$ cat config.mk
export PLATFORM = sky130hd
export DESIGN_NAME = perc_core
export DESIGN_NICKNAME = d
export VERILOG_FILES = /design/src/sv/perc_pkg.sv /design/src/sv/perc_core.sv
export SDC_FILE = /design/constraint.sdc
export NUM_CORES = 2
export LEC_CHECK = 0
export BUFFER_PORTS_ARGS = -buffer_cell sky130_fd_sc_hd__buf_2
export CAP_MARGIN = 30
export CORE_ASPECT_RATIO = 0.9
export CORE_UTILIZATION = 65
export CTS_CLUSTER_DIAMETER = 200
export DETAILED_ROUTE_END_ITERATION = 10
export PLACE_DENSITY = 0.83
export SLEW_MARGIN = 20
export SYNTH_ARGS = -nofsm -noshare
export SYNTH_HDL_FRONTEND = slang
export SYNTH_SLANG_ARGS = --single-unit
export TNS_END_PERCENT = 20
$ cat constraint.sdc
create_clock -name clk -period 44.3 [get_ports clk]
set_input_delay 13.29 -clock clk [delete_from_list [all_inputs] [get_ports clk]]
set_output_delay 13.29 -clock clk [all_outputs]
set_load 0.02 [all_outputs]
$ cat src/sv/perc_pkg.sv
// Shared types, widths and helpers for the two-input perceptron trainer.
package perc_pkg;

  localparam int FEAT_W     = 16;
  localparam int WGT_W      = 32;
  localparam int RATE_W     = 16;
  localparam int CNT_W      = 16;
  localparam int CFG_W      = 32;
  localparam int CFG_IDX_W  = 2;
  // Fraction bits: features FEAT_W/2, weights WGT_W/2, rate RATE_W.
  localparam int STEP_SHIFT = RATE_W + FEAT_W / 2 - WGT_W / 2;
  localparam int STEP_PROD_W = RATE_W + 1 + FEAT_W;
  localparam int DELTA_W    = STEP_PROD_W - STEP_SHIFT;
  localparam int PROD_W     = WGT_W + FEAT_W;
  localparam int SUM_W      = PROD_W + 2;
  localparam int UPD_W      = WGT_W + 2;

  typedef enum logic [CFG_IDX_W-1:0] {
    REG_STEP_GAIN = 2'd0,
    REG_INIT_W1   = 2'd1,
    REG_INIT_W2   = 2'd2,
    REG_INIT_BIAS = 2'd3
  } cfg_idx_t;

  typedef struct packed {
    logic signed [FEAT_W-1:0] feature_one;
    logic signed [FEAT_W-1:0] feature_two;
    logic                     label;
    logic                     reload;
    logic                     epoch_start;
    logic                     epoch_end;
  } in_item_t;

  typedef struct packed {
    logic signed [WGT_W-1:0] weight_one;
    logic signed [WGT_W-1:0] weight_two;
    logic signed [WGT_W-1:0] bias_out;
    logic                    predicted;
    logic [CNT_W-1:0]        error_count;
    logic                    last_of_epoch;
  } out_item_t;

  // Captured sample plus the rounded weight steps, formed at capture time.
  typedef struct packed {
    in_item_t                  item;
    logic signed [DELTA_W-1:0] delta_one;
    logic signed [DELTA_W-1:0] delta_two;
  } stage_item_t;

  typedef struct packed {
    logic [RATE_W-1:0]       step_gain;
    logic signed [WGT_W-1:0] init_weight_one;
    logic signed [WGT_W-1:0] init_weight_two;
    logic signed [WGT_W-1:0] init_bias;
  } cfg_t;

  // Clamp a widened update result back to the signed weight range.
  function automatic logic signed [WGT_W-1:0] sat_weight(input logic signed [UPD_W-1:0] v);
    logic signed [WGT_W-1:0] res;
    if (v[UPD_W-1:WGT_W-1] == '0 || v[UPD_W-1:WGT_W-1] == '1) begin
      res = v[WGT_W-1:0];
    end else if (v[UPD_W-1]) begin
      res = {1'b1, {(WGT_W-1){1'b0}}};
    end else begin
      res = {1'b0, {(WGT_W-1){1'b1}}};
    end
    return res;
  endfunction

endpackage

$ cat src/sv/perc_core.sv
// Perceptron state, prediction and saturating weight update for one sample.
module perc_core (
  input  logic                  clk,
  input  logic                  rst_n,
  input  logic                  fire,
  input  perc_pkg::stage_item_t stage_data,
  input  perc_pkg::cfg_t        cfg,
  output perc_pkg::out_item_t   result
);
  import perc_pkg::*;

  logic signed [WGT_W-1:0]  weight_one_r;
  logic signed [WGT_W-1:0]  weight_two_r;
  logic signed [WGT_W-1:0]  bias_r;
  logic [CNT_W-1:0]         miss_count_r;
  logic signed [WGT_W-1:0]  weight_one_nxt;
  logic signed [WGT_W-1:0]  weight_two_nxt;
  logic signed [WGT_W-1:0]  bias_nxt;
  logic [CNT_W-1:0]         miss_count_nxt;

  logic signed [WGT_W-1:0]  w1_cur;
  logic signed [WGT_W-1:0]  w2_cur;
  logic signed [WGT_W-1:0]  b_cur;
  logic [CNT_W-1:0]         cnt_cur;
  logic signed [PROD_W-1:0] prod_one;
  logic signed [PROD_W-1:0] prod_two;
  logic signed [SUM_W-1:0]  sum;
  logic                     pred;
  logic                     miss;
  logic signed [UPD_W-1:0]  step_one;
  logic signed [UPD_W-1:0]  step_two;
  logic signed [UPD_W-1:0]  step_bias;

  // Flags act before the prediction.
  assign w1_cur  = stage_data.item.reload ? cfg.init_weight_one : weight_one_r;
  assign w2_cur  = stage_data.item.reload ? cfg.init_weight_two : weight_two_r;
  assign b_cur   = stage_data.item.reload ? cfg.init_bias : bias_r;
  assign cnt_cur = stage_data.item.epoch_start ? '0 : miss_count_r;

  assign prod_one = w1_cur * stage_data.item.feature_one;
  assign prod_two = w2_cur * stage_data.item.feature_two;
  assign sum = SUM_W'(prod_one) + SUM_W'(prod_two) + (SUM_W'(b_cur) <<< (FEAT_W / 2));
  assign pred = !sum[SUM_W-1] && (sum != '0);
  assign miss = pred != stage_data.item.label;

  // A false 1 subtracts the steps from the weights and bias, a false 0 adds them.
  always_comb begin
    step_one  = UPD_W'(stage_data.delta_one);
    step_two  = UPD_W'(stage_data.delta_two);
    step_bias = $signed({{(UPD_W-RATE_W){1'b0}}, cfg.step_gain});
    if (pred) begin
      step_one  = -step_one;
      step_two  = -step_two;
      step_bias = -step_bias;
    end
  end

  always_comb begin
    weight_one_nxt = w1_cur;
    weight_two_nxt = w2_cur;
    bias_nxt       = b_cur;
    miss_count_nxt = cnt_cur;
    if (miss) begin
      weight_one_nxt = sat_weight(UPD_W'(w1_cur) + step_one);
      weight_two_nxt = sat_weight(UPD_W'(w2_cur) + step_two);
      bias_nxt       = sat_weight(UPD_W'(b_cur) + step_bias);
      if (cnt_cur != '1) begin
        miss_count_nxt = cnt_cur + CNT_W'(1);
      end
    end
  end

  always_ff @(posedge clk) begin
    if (!rst_n) begin
      weight_one_r <= '0;
      weight_two_r <= '0;
      bias_r       <= '0;
      miss_count_r <= '0;
    end else if (fire) begin
      weight_one_r <= weight_one_nxt;
      weight_two_r <= weight_two_nxt;
      bias_r       <= bias_nxt;
      miss_count_r <= miss_count_nxt;
    end
  end

  always_comb begin
    result.weight_one    = weight_one_nxt;
    result.weight_two    = weight_two_nxt;
    result.bias_out      = bias_nxt;
    result.predicted     = pred;
    result.error_count   = miss_count_nxt;
    result.last_of_epoch = stage_data.item.epoch_end;
  end

endmodule
==> impl_metrics.csv <==
group,metric,value,unit
status,status,"finished, violations left",
status,violations,"design-rule violations",
critical_path,max_stage_delay,0.84,ns
clocking,clk_pin_slew,0.09,ns
layout,drive_gt1_share,8.968,%
synth,synth_edf_count,0,
synth,syn-num-nets,7437,
floorplanning,die_area,0.07965,sq mm
global_route,grt_usage,40.53,%
synth,yosys_warnings,0,
synth,yosys.cell_count.top_type,"inv_1",
routing,postRouteAntennaNets,0,
floorplanning,core_area,0.07780,sq mm
sta,finalHoldViolCount,0,
critical_path,crit_fanout,47,
sta,drv_slew,0,
synth,ys.flop_type,"dfxtp_1",
routing,routed_wl,158200,um
floorplanning,ioPinCount,315,
clocking,h-tree-depth,3,
clocking,cts-root-buf,"clkbuf_16",
synth,synth.area.top_cells,"fa_1 (44%), inv_1 (8.3%), ha_1 (6.9%)",
critical_path,arrival,29.23,ns
hold_path,hp-class,"reg -> reg",
global_route,grt_pass1_wl,249700,um
sta,fin_crit_sh,95.99,%
critical_path,slowest_stage,"o311ai_0",
sta,slew_headroom,26.12,%
floorplanning,rows,97,
synth,synth.distinct_cells,97,
run,maxCapViolations,0,
layout,nets,7500,
critical_path,crit_path_end_kind,"primary output",
synth,syn_area_per_cell,8.737,sq um
routing,drc,4,
critical_path,critPathKind,"in -> out",
clocking,cts_made_buffers,9,
critical_path,required,31.01,ns
global_route,grt_overflow,0,
placed_design,routabilityCongestion,0.9963,
clocking,clock_sinks,112,
clocking,post_cts_resized,0,
global_route,grt_max_degree,79,
synth,ys_seq_area_share,4.393,%
sta,tightestPinTransition,1.107,ns
placed_design,dp_hpwl,129800,um
synth,async_flop_share,0,%
placed_design,port_buffers,312,
synth,synth_common_cells,"inv_1 (1,128), fa_1 (1,114), nand2_1 (755), and2_1 (414), ha_1 (280)",
floorplanning,die_width,297.4,um
clocking,cts_tree,"yes",
global_route,antenna_found_initial,11,
global_route,grt_pass1_vias,44889,
synth,synthCells,5842,
layout,synthToLayoutAreaGrowth,4.709,%
routing,vias,43078,
clocking,postCtsSetupRepairBufs,0,
floorplanning,start_util,65.61,%
critical_path,cp_common_cell,"fa_1",
floorplanning,die_y,267.8,um
clocking,cts_buffer_depth,2,
sta,max_freq,23.52,MHz
sta,finalClockSkew,0.01874,ns
placed_design,pre_cts_ws,1.987,ns
layout,fill_cells,6166,
critical_path,critPathTopFamily,"adder cells",
synth,synth_top_area_cell,"fa_1",
synth,synth.top_cell.area_share,43.69,%
routing,routed_via_density,6.194,
sta,post-route-min-period,42.52,ns
critical_path,cp-start-kind,"input port",
sta,setup_violations,0,
critical_path,crit_buf_inv,10,
clocking,clkLatencyLatePin,0.39,ns
routing,wire_per_inst,22.74,um
routing,first_pass_iters,9,
sta,finalSetupTns,0,ns
sta,grt_setup_unrepaired,"false",
routing,first_iter_violations,4148,
synth,netlist_area,0.05104,sq mm
sta,setup_ws,1.778,ns
clocking,cts_hold_buf,0,
synth,ys_seq_elements,112,
flip-flops by register name, indices dropped and copies added (netlist names):
register	count
miss_count_r	16
weight_one_r	32
weight_two_r	32
bias_r	32
cell type report:
class | instances | area (sq um) | area share, %
sequential | 112 | 2242 | 4.195
timing repair buffer | 359 | 1951 | 3.650
multi-input combinational | 4293 | 43390 | 81.20
tap | 1039 | 1300 | 2.432
antenna | 6 | 15.01 | 0.02809
clock buffer | 11 | 252.7 | 0.4729
inverter | 1130 | 4242 | 7.937
clock inverter | 5 | 47.55 | 0.08896
stage by stage:
stage          hold slack, ns  util, %  instances  instance area (sq um)
2_1_floorplan          0.4348        -       5842                  51040
3_3_place_gp           0.4430    68.21       6928                  53070
3_5_place_dp           0.4522    68.28       6932                  53120
4_1_cts                0.4727    68.66       6948                  53420
5_1_grt                0.4806    68.69       6954                  53440
6_report               0.4721    68.70       6955                  53440
worst register-to-register path, delay by kind of cell, from the launching register on:
family | cells | cell delay, ns
xor gates and xnor gates | 1 | 0.15
muxes | 1 | 0.12
and+or+nand+nor | 9 | 3.55
AOI/OAI and AO/OA | 14 | 4.68
DFF | 1 | 0.35
adders and majority gates | 10 | 5.00
buffers and inverters | 8 | 1.60
cell usage in the layout, fill, tap and decap left out, types with 35 or more instances in the layout:
cell type	netlist	routed
inv_1	1128	1128
fa_1	1114	1114
nand2_1	755	755
and2_1	414	414
buf_2	32	312
ha_1	280	280
a21oi_1	196	195
nor2_1	157	156
xnor2_1	142	141
o21ai_0	112	112
dfxtp_1	112	112
nor2b_1	61	60
or2_2	59	59
mux2_2	59	59
xor2_1	54	53
mux2i_1	51	51
a211oi_1	51	51
and3_1	50	50
a21o_1	50	50
nand3_1	48	48
nor3_1	44	44
o21a_1	42	42
buf_4	6	42
a21boi_0	41	41
o22ai_1	35	35
worst paths after layout:
kind                    startpoint          endpoint  slack (ns)  cells after the start
setup reg to reg  weight_one_r[31]  weight_one_r[16]       28.76                     43
setup / recovery    stage_data[52]        result[99]        1.78                     45
hold / removal     weight_one_r[1]   weight_one_r[1]        0.47                      1
hold reg to reg    weight_one_r[1]   weight_one_r[1]        0.47                      1
metal layers:
layer / vias to the layer above / global-route usage [%] / wire length [um]
li1: 18412 / - / -
met2: 2664 / 64.61 / 72050
met1: 21434 / 53.26 / 59750
met4: 4 / 20.83 / 9963
met3: 564 / 7.769 / 16370
met5: - / 0 / 33
cell families after synthesis:
group | Yosys count | share of synthesized area [%]
and+or+nand+nor | 1750 | 16.94
AOI/OAI and AO/OA | 831 | 11.45
buffers and inverters | 1437 | 10.69
xor gates and xnor gates | 197 | 3.410
muxes | 121 | 2.567
adders and majority gates | 1394 | 50.56
DFF | 112 | 4.393
Power is left out: the tool's default activity adds up to more than one toggle a clock period on the data nets, which glitch-free logic cannot reach.
