[config.mk]
export PLATFORM = sky130hd
export DESIGN_NAME = perc_front
export DESIGN_NICKNAME = d
export VERILOG_FILES = /design/src/sv/perc_pkg.sv /design/src/sv/perc_front.sv
export SDC_FILE = /design/constraint.sdc
export NUM_CORES = 1
export LEC_CHECK = 0
export BUFFER_PORTS_ARGS = -buffer_cell sky130_fd_sc_hd__buf_2
export CAP_MARGIN = 20
export CORE_ASPECT_RATIO = 0.7
export CORE_MARGIN = 10
export CORE_UTILIZATION = 37
export DETAILED_ROUTE_END_ITERATION = 6
export SLEW_MARGIN = 20
export SYNTH_ARGS = -nofsm -noshare
export SYNTH_HDL_FRONTEND = slang
export SYNTH_SLANG_ARGS = --single-unit
[constraint.sdc]
create_clock -name clk -period 16.5 [get_ports clk]
set_input_delay 4.125 -clock clk [delete_from_list [all_inputs] [get_ports clk]]
set_output_delay 4.125 -clock clk [all_outputs]
set_load 0.005 [all_outputs]
[src/sv/perc_pkg.sv]
// Shared types, widths and helpers for the two-input perceptron trainer.
package perc_pkg;

  localparam int FEAT_W     = 16;
  localparam int WGT_W      = 32;
  localparam int RATE_W     = 16;
  localparam int CNT_W      = 16;
  localparam int CFG_W      = 32;
  localparam int CFG_IDX_W  = 2;
  // Fraction bits: features FEAT_W/2, weights WGT_W/2, rate RATE_W.
  localparam int STEP_SHIFT = RATE_W + FEAT_W / 2 - WGT_W / 2;
  localparam int STEP_PROD_W = RATE_W + 1 + FEAT_W;
  localparam int DELTA_W    = STEP_PROD_W - STEP_SHIFT;
  localparam int PROD_W     = WGT_W + FEAT_W;
  localparam int SUM_W      = PROD_W + 2;
  localparam int UPD_W      = WGT_W + 2;

  typedef enum logic [CFG_IDX_W-1:0] {
    REG_STEP_GAIN = 2'd0,
    REG_INIT_W1   = 2'd1,
    REG_INIT_W2   = 2'd2,
    REG_INIT_BIAS = 2'd3
  } cfg_idx_t;

  typedef struct packed {
    logic signed [FEAT_W-1:0] feature_one;
    logic signed [FEAT_W-1:0] feature_two;
    logic                     label;
    logic                     reload;
    logic                     epoch_start;
    logic                     epoch_end;
  } in_item_t;

  typedef struct packed {
    logic signed [WGT_W-1:0] weight_one;
    logic signed [WGT_W-1:0] weight_two;
    logic signed [WGT_W-1:0] bias_out;
    logic                    predicted;
    logic [CNT_W-1:0]        error_count;
    logic                    last_of_epoch;
  } out_item_t;

  // Captured sample plus the rounded weight steps, formed at capture time.
  typedef struct packed {
    in_item_t                  item;
    logic signed [DELTA_W-1:0] delta_one;
    logic signed [DELTA_W-1:0] delta_two;
  } stage_item_t;

  typedef struct packed {
    logic [RATE_W-1:0]       step_gain;
    logic signed [WGT_W-1:0] init_weight_one;
    logic signed [WGT_W-1:0] init_weight_two;
    logic signed [WGT_W-1:0] init_bias;
  } cfg_t;

  // Clamp a widened update result back to the signed weight range.
  function automatic logic signed [WGT_W-1:0] sat_weight(input logic signed [UPD_W-1:0] v);
    logic signed [WGT_W-1:0] res;
    if (v[UPD_W-1:WGT_W-1] == '0 || v[UPD_W-1:WGT_W-1] == '1) begin
      res = v[WGT_W-1:0];
    end else if (v[UPD_W-1]) begin
      res = {1'b1, {(WGT_W-1){1'b0}}};
    end else begin
      res = {1'b0, {(WGT_W-1){1'b1}}};
    end
    return res;
  endfunction

endpackage

[src/sv/perc_front.sv]
// Input register stage: captures a sample and forms its rounded weight steps.
module perc_front (
  input  logic                   clk,
  input  logic                   rst_n,
  input  logic                   in_valid,
  output logic                   in_stall,
  input  perc_pkg::in_item_t     in_data,
  input  logic [perc_pkg::RATE_W-1:0] step_gain,
  input  logic                   advance,
  output logic                   stage_valid,
  output perc_pkg::stage_item_t  stage_data
);
  import perc_pkg::*;

  logic                          stage_valid_r;
  logic                          stage_valid_nxt;
  stage_item_t                   stage_data_r;
  logic                          take;
  logic signed [STEP_PROD_W-1:0] prod_one;
  logic signed [STEP_PROD_W-1:0] prod_two;
  logic signed [STEP_PROD_W-1:0] rnd_one;
  logic signed [STEP_PROD_W-1:0] rnd_two;
  logic signed [STEP_PROD_W-1:0] half_lsb;

  assign in_stall = stage_valid_r && !advance;
  assign take     = in_valid && !in_stall;

  assign half_lsb = STEP_PROD_W'(1) <<< (STEP_SHIFT - 1);
  assign prod_one = $signed({1'b0, step_gain}) * in_data.feature_one;
  assign prod_two = $signed({1'b0, step_gain}) * in_data.feature_two;
  assign rnd_one  = prod_one + half_lsb;
  assign rnd_two  = prod_two + half_lsb;

  always_comb begin
    stage_valid_nxt = stage_valid_r;
    if (take) begin
      stage_valid_nxt = 1'b1;
    end else if (advance) begin
      stage_valid_nxt = 1'b0;
    end
  end

  always_ff @(posedge clk) begin
    if (!rst_n) begin
      stage_valid_r <= 1'b0;
    end else begin
      stage_valid_r <= stage_valid_nxt;
    end
  end

  always_ff @(posedge clk) begin
    if (take) begin
      stage_data_r.item      <= in_data;
      stage_data_r.delta_one <= rnd_one[STEP_PROD_W-1:STEP_SHIFT];
      stage_data_r.delta_two <= rnd_two[STEP_PROD_W-1:STEP_SHIFT];
    end
  end

  assign stage_valid = stage_valid_r;
  assign stage_data  = stage_data_r;

endmodule

==> results of run 1 <==
-- synth_stat cells, types with 4 or more instances --
master / instances / area (sq um)
a211oi_1: 6 / 45.04
a21o_1: 23 / 172.7
a21oi_1: 44 / 220.2
a31oi_1: 9 / 56.30
and2_1: 228 / 1426
and3_1: 6 / 37.54
clkbuf_1: 84 / 315.3
edfxtp_1: 86 / 2582
fa_1: 388 / 7767
ha_1: 234 / 2928
inv_1: 497 / 1866
nand2_1: 279 / 1047
nand2b_1: 19 / 118.9
nand3_1: 11 / 55.05
nand4_1: 10 / 62.56
nor2_1: 46 / 172.7
nor2b_1: 6 / 37.54
nor3_1: 11 / 55.05
o21a_1: 4 / 30.03
o21ai_0: 30 / 150.1
o21ai_1: 4 / 20.02
o21bai_1: 5 / 37.54
xnor2_1: 33 / 289.0
xor2_1: 16 / 140.1
-- per-layer routing --
layer | up-vias | part of all wire [%] | routed length, um | GRT usage, %
li1 | 6600 | - | - | -
met1 | 7505 | 47 | 22900 | 22.46
met2 | 475 | 45 | 21960 | 24.66
met3 | 31 | 8.0 | 3934 | 4.198
met4 | 0 | 0.90 | 444 | 2.729
met5 | - | 0 | 0 | 0
-- state kept, by name, indices dropped and copies added (netlist names) --
register and flops:
stage_data 86, stage_valid 1
-- cells by family after synthesis --
logic type               synth area share [%]
XOR/XNOR                                2.130
AO/OA/AOI/OAI                           5.346
adder cells (fa/ha/maj)                 53.08
buffers and inverters                   10.92
flip-flops                              12.92
AND/OR/NAND/NOR                         15.62
-- placed cells by master (no fill, tap or decap), types with 3 or more instances in the layout --
| cell type | Yosys | layout |
|---|---|---|
| nand2_1 | 279 | 279 |
| buf_2 | 2 | 143 |
| or4_1 | 3 | 3 |
| a31oi_1 | 9 | 9 |
| o31ai_1 | 3 | 3 |
| clkbuf_16 | 0 | 9 |
| nor2_1 | 46 | 46 |
| nor3_1 | 11 | 11 |
| buf_4 | 0 | 6 |
| and3_1 | 6 | 6 |
| a211oi_1 | 6 | 6 |
| nand3_1 | 11 | 11 |
| o21a_1 | 4 | 4 |
| nand4_1 | 10 | 10 |
| a21o_1 | 23 | 23 |
| o21ai_1 | 4 | 4 |
| ha_1 | 234 | 234 |
| fa_1 | 388 | 388 |
| o21bai_1 | 5 | 5 |
| o21ai_0 | 30 | 30 |
| nor2b_1 | 6 | 5 |
| nand2b_1 | 19 | 19 |
| and2_1 | 228 | 228 |
| o211ai_1 | 3 | 3 |
| a21oi_1 | 44 | 44 |
| xor2_1 | 16 | 16 |
| inv_1 | 497 | 497 |
| xnor2_1 | 33 | 33 |
| edfxtp_1 | 86 | 86 |
-- critical path, stage by stage --
cell,delay [ns]
buf_2,0.57
nand2_1,0.20
fa_1,0.57
inv_1,0.05
fa_1,0.49
inv_1,0.05
fa_1,0.53
inv_1,0.05
fa_1,0.46
fa_1,0.49
inv_1,0.05
fa_1,0.47
inv_1,0.04
ha_1,0.35
a21oi_1,0.26
o21a_1,0.22
nor2b_1,0.06
o21ai_0,0.58
a31oi_2,0.26
a221oi_1,0.35
xnor2_1,0.15
-- stage by stage --
stage / util (%) / hold WS (ns)
2_1_floorplan: - / 0.6546
3_3_place_gp: 39.94 / 0.6624
3_5_place_dp: 39.94 / 0.6792
4_1_cts: 40.45 / 0.6899
5_1_grt: 40.45 / 0.7298
6_report: 40.45 / 0.6811
-- layout make-up --
class	count	share of cell area [%]
multi-input cells	1461	70.51
flip-flops and latches	87	11.95
inverters	498	8.583
well taps	730	4.194
repair buffers	149	3.493
clock buffers	9	1.034
clock inverters	5	0.2356
-- how the worst max path moves through the flow --
stage / startpoint / end / slack [ns] / cells after the start
global route: step_gain[14] / stage_data[22]$_DFFE_PP_ / 5.99 / 19
floorplan: step_gain[1] / stage_data[24]$_DFFE_PP_ / 6.97 / 20
detailed placement: step_gain[14] / stage_data[22]$_DFFE_PP_ / 5.95 / 19
finish: step_gain[7] / stage_data[49]$_DFFE_PP_ / 6.23 / 21
global placement: step_gain[7] / stage_data[22]$_DFFE_PP_ / 6.05 / 21
CTS: step_gain[14] / stage_data[22]$_DFFE_PP_ / 6.37 / 19
==> flow_summary.toml, run 1 <==
[cts]
cts_resized = 0
clock_latency_ns = 0.40
postCtsSetupBuffers = 0
numCtsBuffers = 9
cts_max_path_buffers = 2
ctsHtreeMaxLevel = 3
clkTransAtPathRegs_ns = 0.07
cts_tree = "yes"
ctsHoldBuffers = 0
cts_sinks = 87
cts_root_buffer = "clkbuf_16"

[grt]
first_global_vias = 15796
grt_pass1_wl_um = 83430
antenna_found_initial = 0
overflow = 0
grt_max_degree = 53
track_usage_pct = 15.98

[sta]
worstMarginPinSlew_ns = 0.8171
finalCritPeriodShare_pct = 62.24
setup_viol = 0
clock_skew_ns = 0.009321
period_needed_ns = 10.27
hold_viol_final = 0
setup_tns_ns = 0
slew_headroom_pct = 44.12
drv_slew = 0
fmax_mhz = 97.38
rsz0062_at_grt = "no"
setup_ws_ns = 6.231

[synthesis]
synth_cells = 2133
synth_area_sq_um = 20150
synth-seq-area-share_pct = 12.92
synth_seq_cells = 87
synthArstFlopShare_pct = 0
ys_warn_count = 0
mappedNetlistNets = 2811
avgSynthCellArea_sq_um = 9.447
ys_types = 65
synth-edff-count = 86
synth_ff_type = "edfxtp_1"

[floorplan]
start_util_pct = 37.43
io_pins = 144
core_sq_um = 53830
placementRows = 71
die_area_sq_um = 64340
die_x_um = 298.9
die_h_um = 215.3

[setup_path]
worst_setup_path_end_kind = "register"
cp.arrival_ns = 10.40
startpoint_type = "input port"
path_max_fanout = 32
critPathRequiredTime_ns = 16.64
worstSetupPathType = "in -> reg"
r2r-end = "stage_data[23]$_DFFE_PP_"
rrSetupSlack_ns = 14.38
reg2regPathDepth = 4
timing.rr.start = "stage_valid$_SDFFE_PN0P_"

[min_path]
holdCritStartpoint = "stage_valid$_SDFFE_PN0P_"
hold_path.class = "reg -> reg"
whs_endpoint = "stage_valid$_SDFFE_PN0P_"
hold_path_depth = 2

[layout]
multi_input_area_sq_um = 15360
layout.nets = 2884
final_cells = 2939
num-fill-cells = 5415
final_area_sq_um = 21780
area_growth_syn_to_layout_pct = 8.078
drive_gt1_share_pct = 8.058
antenna_cells = 0
seqCellArea_sq_um = 2603

[placement]
place_area_sq_um = 21500
pre_cts_ws_ns = 5.951
placed_cells = 2925
gp_congestion = 0.8704
numPortBuffers = 143
post-dp-hpwl_um = 38730

[routing]
via_per_inst = 4.971
drt_first_iter_violations = 961
firstDrtPassIters = 5
ant_nets = 0
drc = 0
wirelength_um = 49230
via_count = 14611
post_drt_wl_per_cell_um = 16.75

[status]
status = "finished clean"

[run]
max-cap-violations = 0
Power of run 1 is left out: the tool's default activity adds up to more than one toggle a clock period on the data nets, which glitch-free logic cannot reach.
==> run 2, diff against run 1 <==
Settings changed: ABC_AREA set to 1.
Clock period 16.5 ns to 9.6 ns, I/O delays scaled along.
==> run 2 against run 1 <==
Effect of this change:
- register-to-register slack lost 6.9 ns
- cell count is 19% higher
- via count increased by 13%
- count of clock-buffer cells in the layout is 1 higher
- clock skew decreased by 0.0019 ns
- flip-flop and latch count did not move
- die area grew 4.9%
- critical path type unchanged
- critical endpoint is now stage_data[24]$_DFFE_PP_
==> flow_summary.toml, run 2 <==
[sta]
slew_headroom_pct = 41.60
hold_viol_final = 0
rsz0062_at_grt = "no"
worstMarginPinSlew_ns = 0.8760
setup_tns_ns = 0
drv_slew = 0
finalCritPeriodShare_pct = 81.35
period_needed_ns = 7.810
clock_skew_ns = 0.007458
fmax_mhz = 128.0
setup_viol = 0

[cts]
ctsHoldBuffers = 0
cts_max_path_buffers = 2
clock_latency_ns = 0.41
postCtsSetupBuffers = 0
clkTransAtPathRegs_ns = 0.06
cts_sinks = 87
numCtsBuffers = 9
cts_resized = 0
cts_tree = "yes"
ctsHtreeMaxLevel = 3
cts_root_buffer = "clkbuf_16"

[floorplan]
die_x_um = 306.2
die_area_sq_um = 67490
start_util_pct = 37.35
core_sq_um = 56810
io_pins = 144
die_h_um = 220.4
placementRows = 73

[setup_path]
critPathRequiredTime_ns = 9.76
cp_common_cell = "fa_1"
path_buf_inv = 5
crit_path_max_incr_delay_ns = 0.57
rrSetupSlack_ns = 7.49
crit_family = "adder cells"
worstSetupPathType = "in -> reg"
startpoint_type = "input port"
critPathSlowestCell = "buf_2"
cp.arrival_ns = 7.97
worst_setup_path_end_kind = "register"
path_cells = "buf_2, buf_4, nand2_1, fa_1, fa_1, fa_1, inv_1, fa_1, fa_1, inv_1, fa_1, inv_1, ha_1, nand2_1, o21ai_0, a21oi_1, nand2_1, nand2_1, nand3_1, nand2_1"
path_max_fanout = 27

[placement]
numPortBuffers = 143
gp_congestion = 0.9033
post-dp-hpwl_um = 46540

[grt]
grt_max_degree = 52
overflow = 0
track_usage_pct = 17.80
antenna_found_initial = 2
grt_pass1_wl_um = 94680
first_global_vias = 17119

[layout]
area_growth_syn_to_layout_pct = 7.747
drive_gt1_share_pct = 6.959
num-fill-cells = 5895
mostFrequentLayoutCell = "inv_1"
final_cell_mix = "inv_1, nand2_1, fa_1"
layout.nets = 3434
multi_input_area_sq_um = 15230
largest_register_ffs = 86
seqCellArea_sq_um = 2603

[min_path]
hold_path.class = "reg -> reg"

[routing]
via_per_inst = 4.693
drt_first_iter_violations = 1204
ant_nets = 0
via_count = 16474
firstDrtPassIters = 5
wirelength_um = 56980
drc = 0
post_drt_wl_per_cell_um = 16.23

[synthesis]
ys_types = 32
synthArstFlopShare_pct = 0
yosys-top-cells-count = "inv_1, nand2_1, fa_1, ha_1, nor2_1"
synth_area_leader_cell = "fa_1"
mappedNetlistNets = 3369
synth_cells = 2691
ys_warn_count = 0
avgSynthCellArea_sq_um = 7.886
synth_seq_cells = 87
synth-edff-count = 86
synth-seq-area-share_pct = 12.26
synth_ff_type = "edfxtp_1"
yosys-top-cells-area = "fa_1, inv_1, ha_1"
yosysMostFrequentCell = "inv_1"
synth_area_sq_um = 21220
synth_top_cell_area_share_pct = 36.60

[run]
max-cap-violations = 0

[status]
status = "finished clean"
run 2: stage by stage:
step | util, % | setup slack [ns] | std cells | cell area, sq um | hold WS, ns
2_1_floorplan | - | 2.110 | 2691 | 21220 | 0.4862
3_3_place_gp | 39.80 | 1.466 | 3495 | 22610 | 0.4968
3_5_place_dp | 39.80 | 1.450 | 3495 | 22610 | 0.4973
4_1_cts | 40.24 | 1.877 | 3509 | 22860 | 0.5067
5_1_grt | 40.25 | 1.480 | 3510 | 22870 | 0.5486
6_report | 40.25 | 1.790 | 3510 | 22870 | 0.5016
run 2: worst paths after layout:
| check | to | cells after the start | start |
|---|---|---|---|
| worst max-delay path | stage_data[24]$_DFFE_PP_ | 20 | step_gain[12] |
| worst min-delay path | stage_valid$_SDFFE_PN0P_ | 2 | stage_valid$_SDFFE_PN0P_ |
| worst max register to register | stage_data[28]$_DFFE_PP_ | 5 | stage_valid$_SDFFE_PN0P_ |
| worst min register to register | stage_valid$_SDFFE_PN0P_ | 2 | stage_valid$_SDFFE_PN0P_ |
run 2: final cells by class:
cell class	count	area share, %
Inverter	797	13.08
Clock buffer	10	1.001
Timing Repair Buffer	160	3.688
Antenna cell	1	0.01094
Tap cell	750	4.104
Multi-Input combinational cell	1701	66.62
Sequential cell	87	11.38
Clock inverter	4	0.1094
run 2: kinds of logic (layout without fill, tap and decap cells):
| family | after synthesis | count (layout) | share of synthesized area, % |
|---|---|---|---|
| AO/OA/AOI/OAI | 125 | 125 | 3.190 |
| XOR/XNOR | 28 | 28 | 1.156 |
| adder cells (fa/ha/maj) | 622 | 622 | 50.40 |
| buffers and inverters | 903 | 971 | 15.99 |
| flip-flops | 87 | 87 | 12.26 |
| other | 0 | 1 | 0 |
| AND/OR/NAND/NOR | 926 | 926 | 17.00 |
run 2: layer usage:
metal  wire length [um]  GRT usage (%)
met1              28310          27.12
met2              22720          25.43
met3               5449          4.268
met4                497          2.838
met5                  7              0
run 2: worst reg2reg max path, delay by kind of cell, from the launching register on:
kind | cells | cell delay (ns)
DFF | 1 | 0.31
and+or+nand+nor | 2 | 0.15
buffers and inverters | 3 | 1.17
Power of run 2 is left out for the same reason.
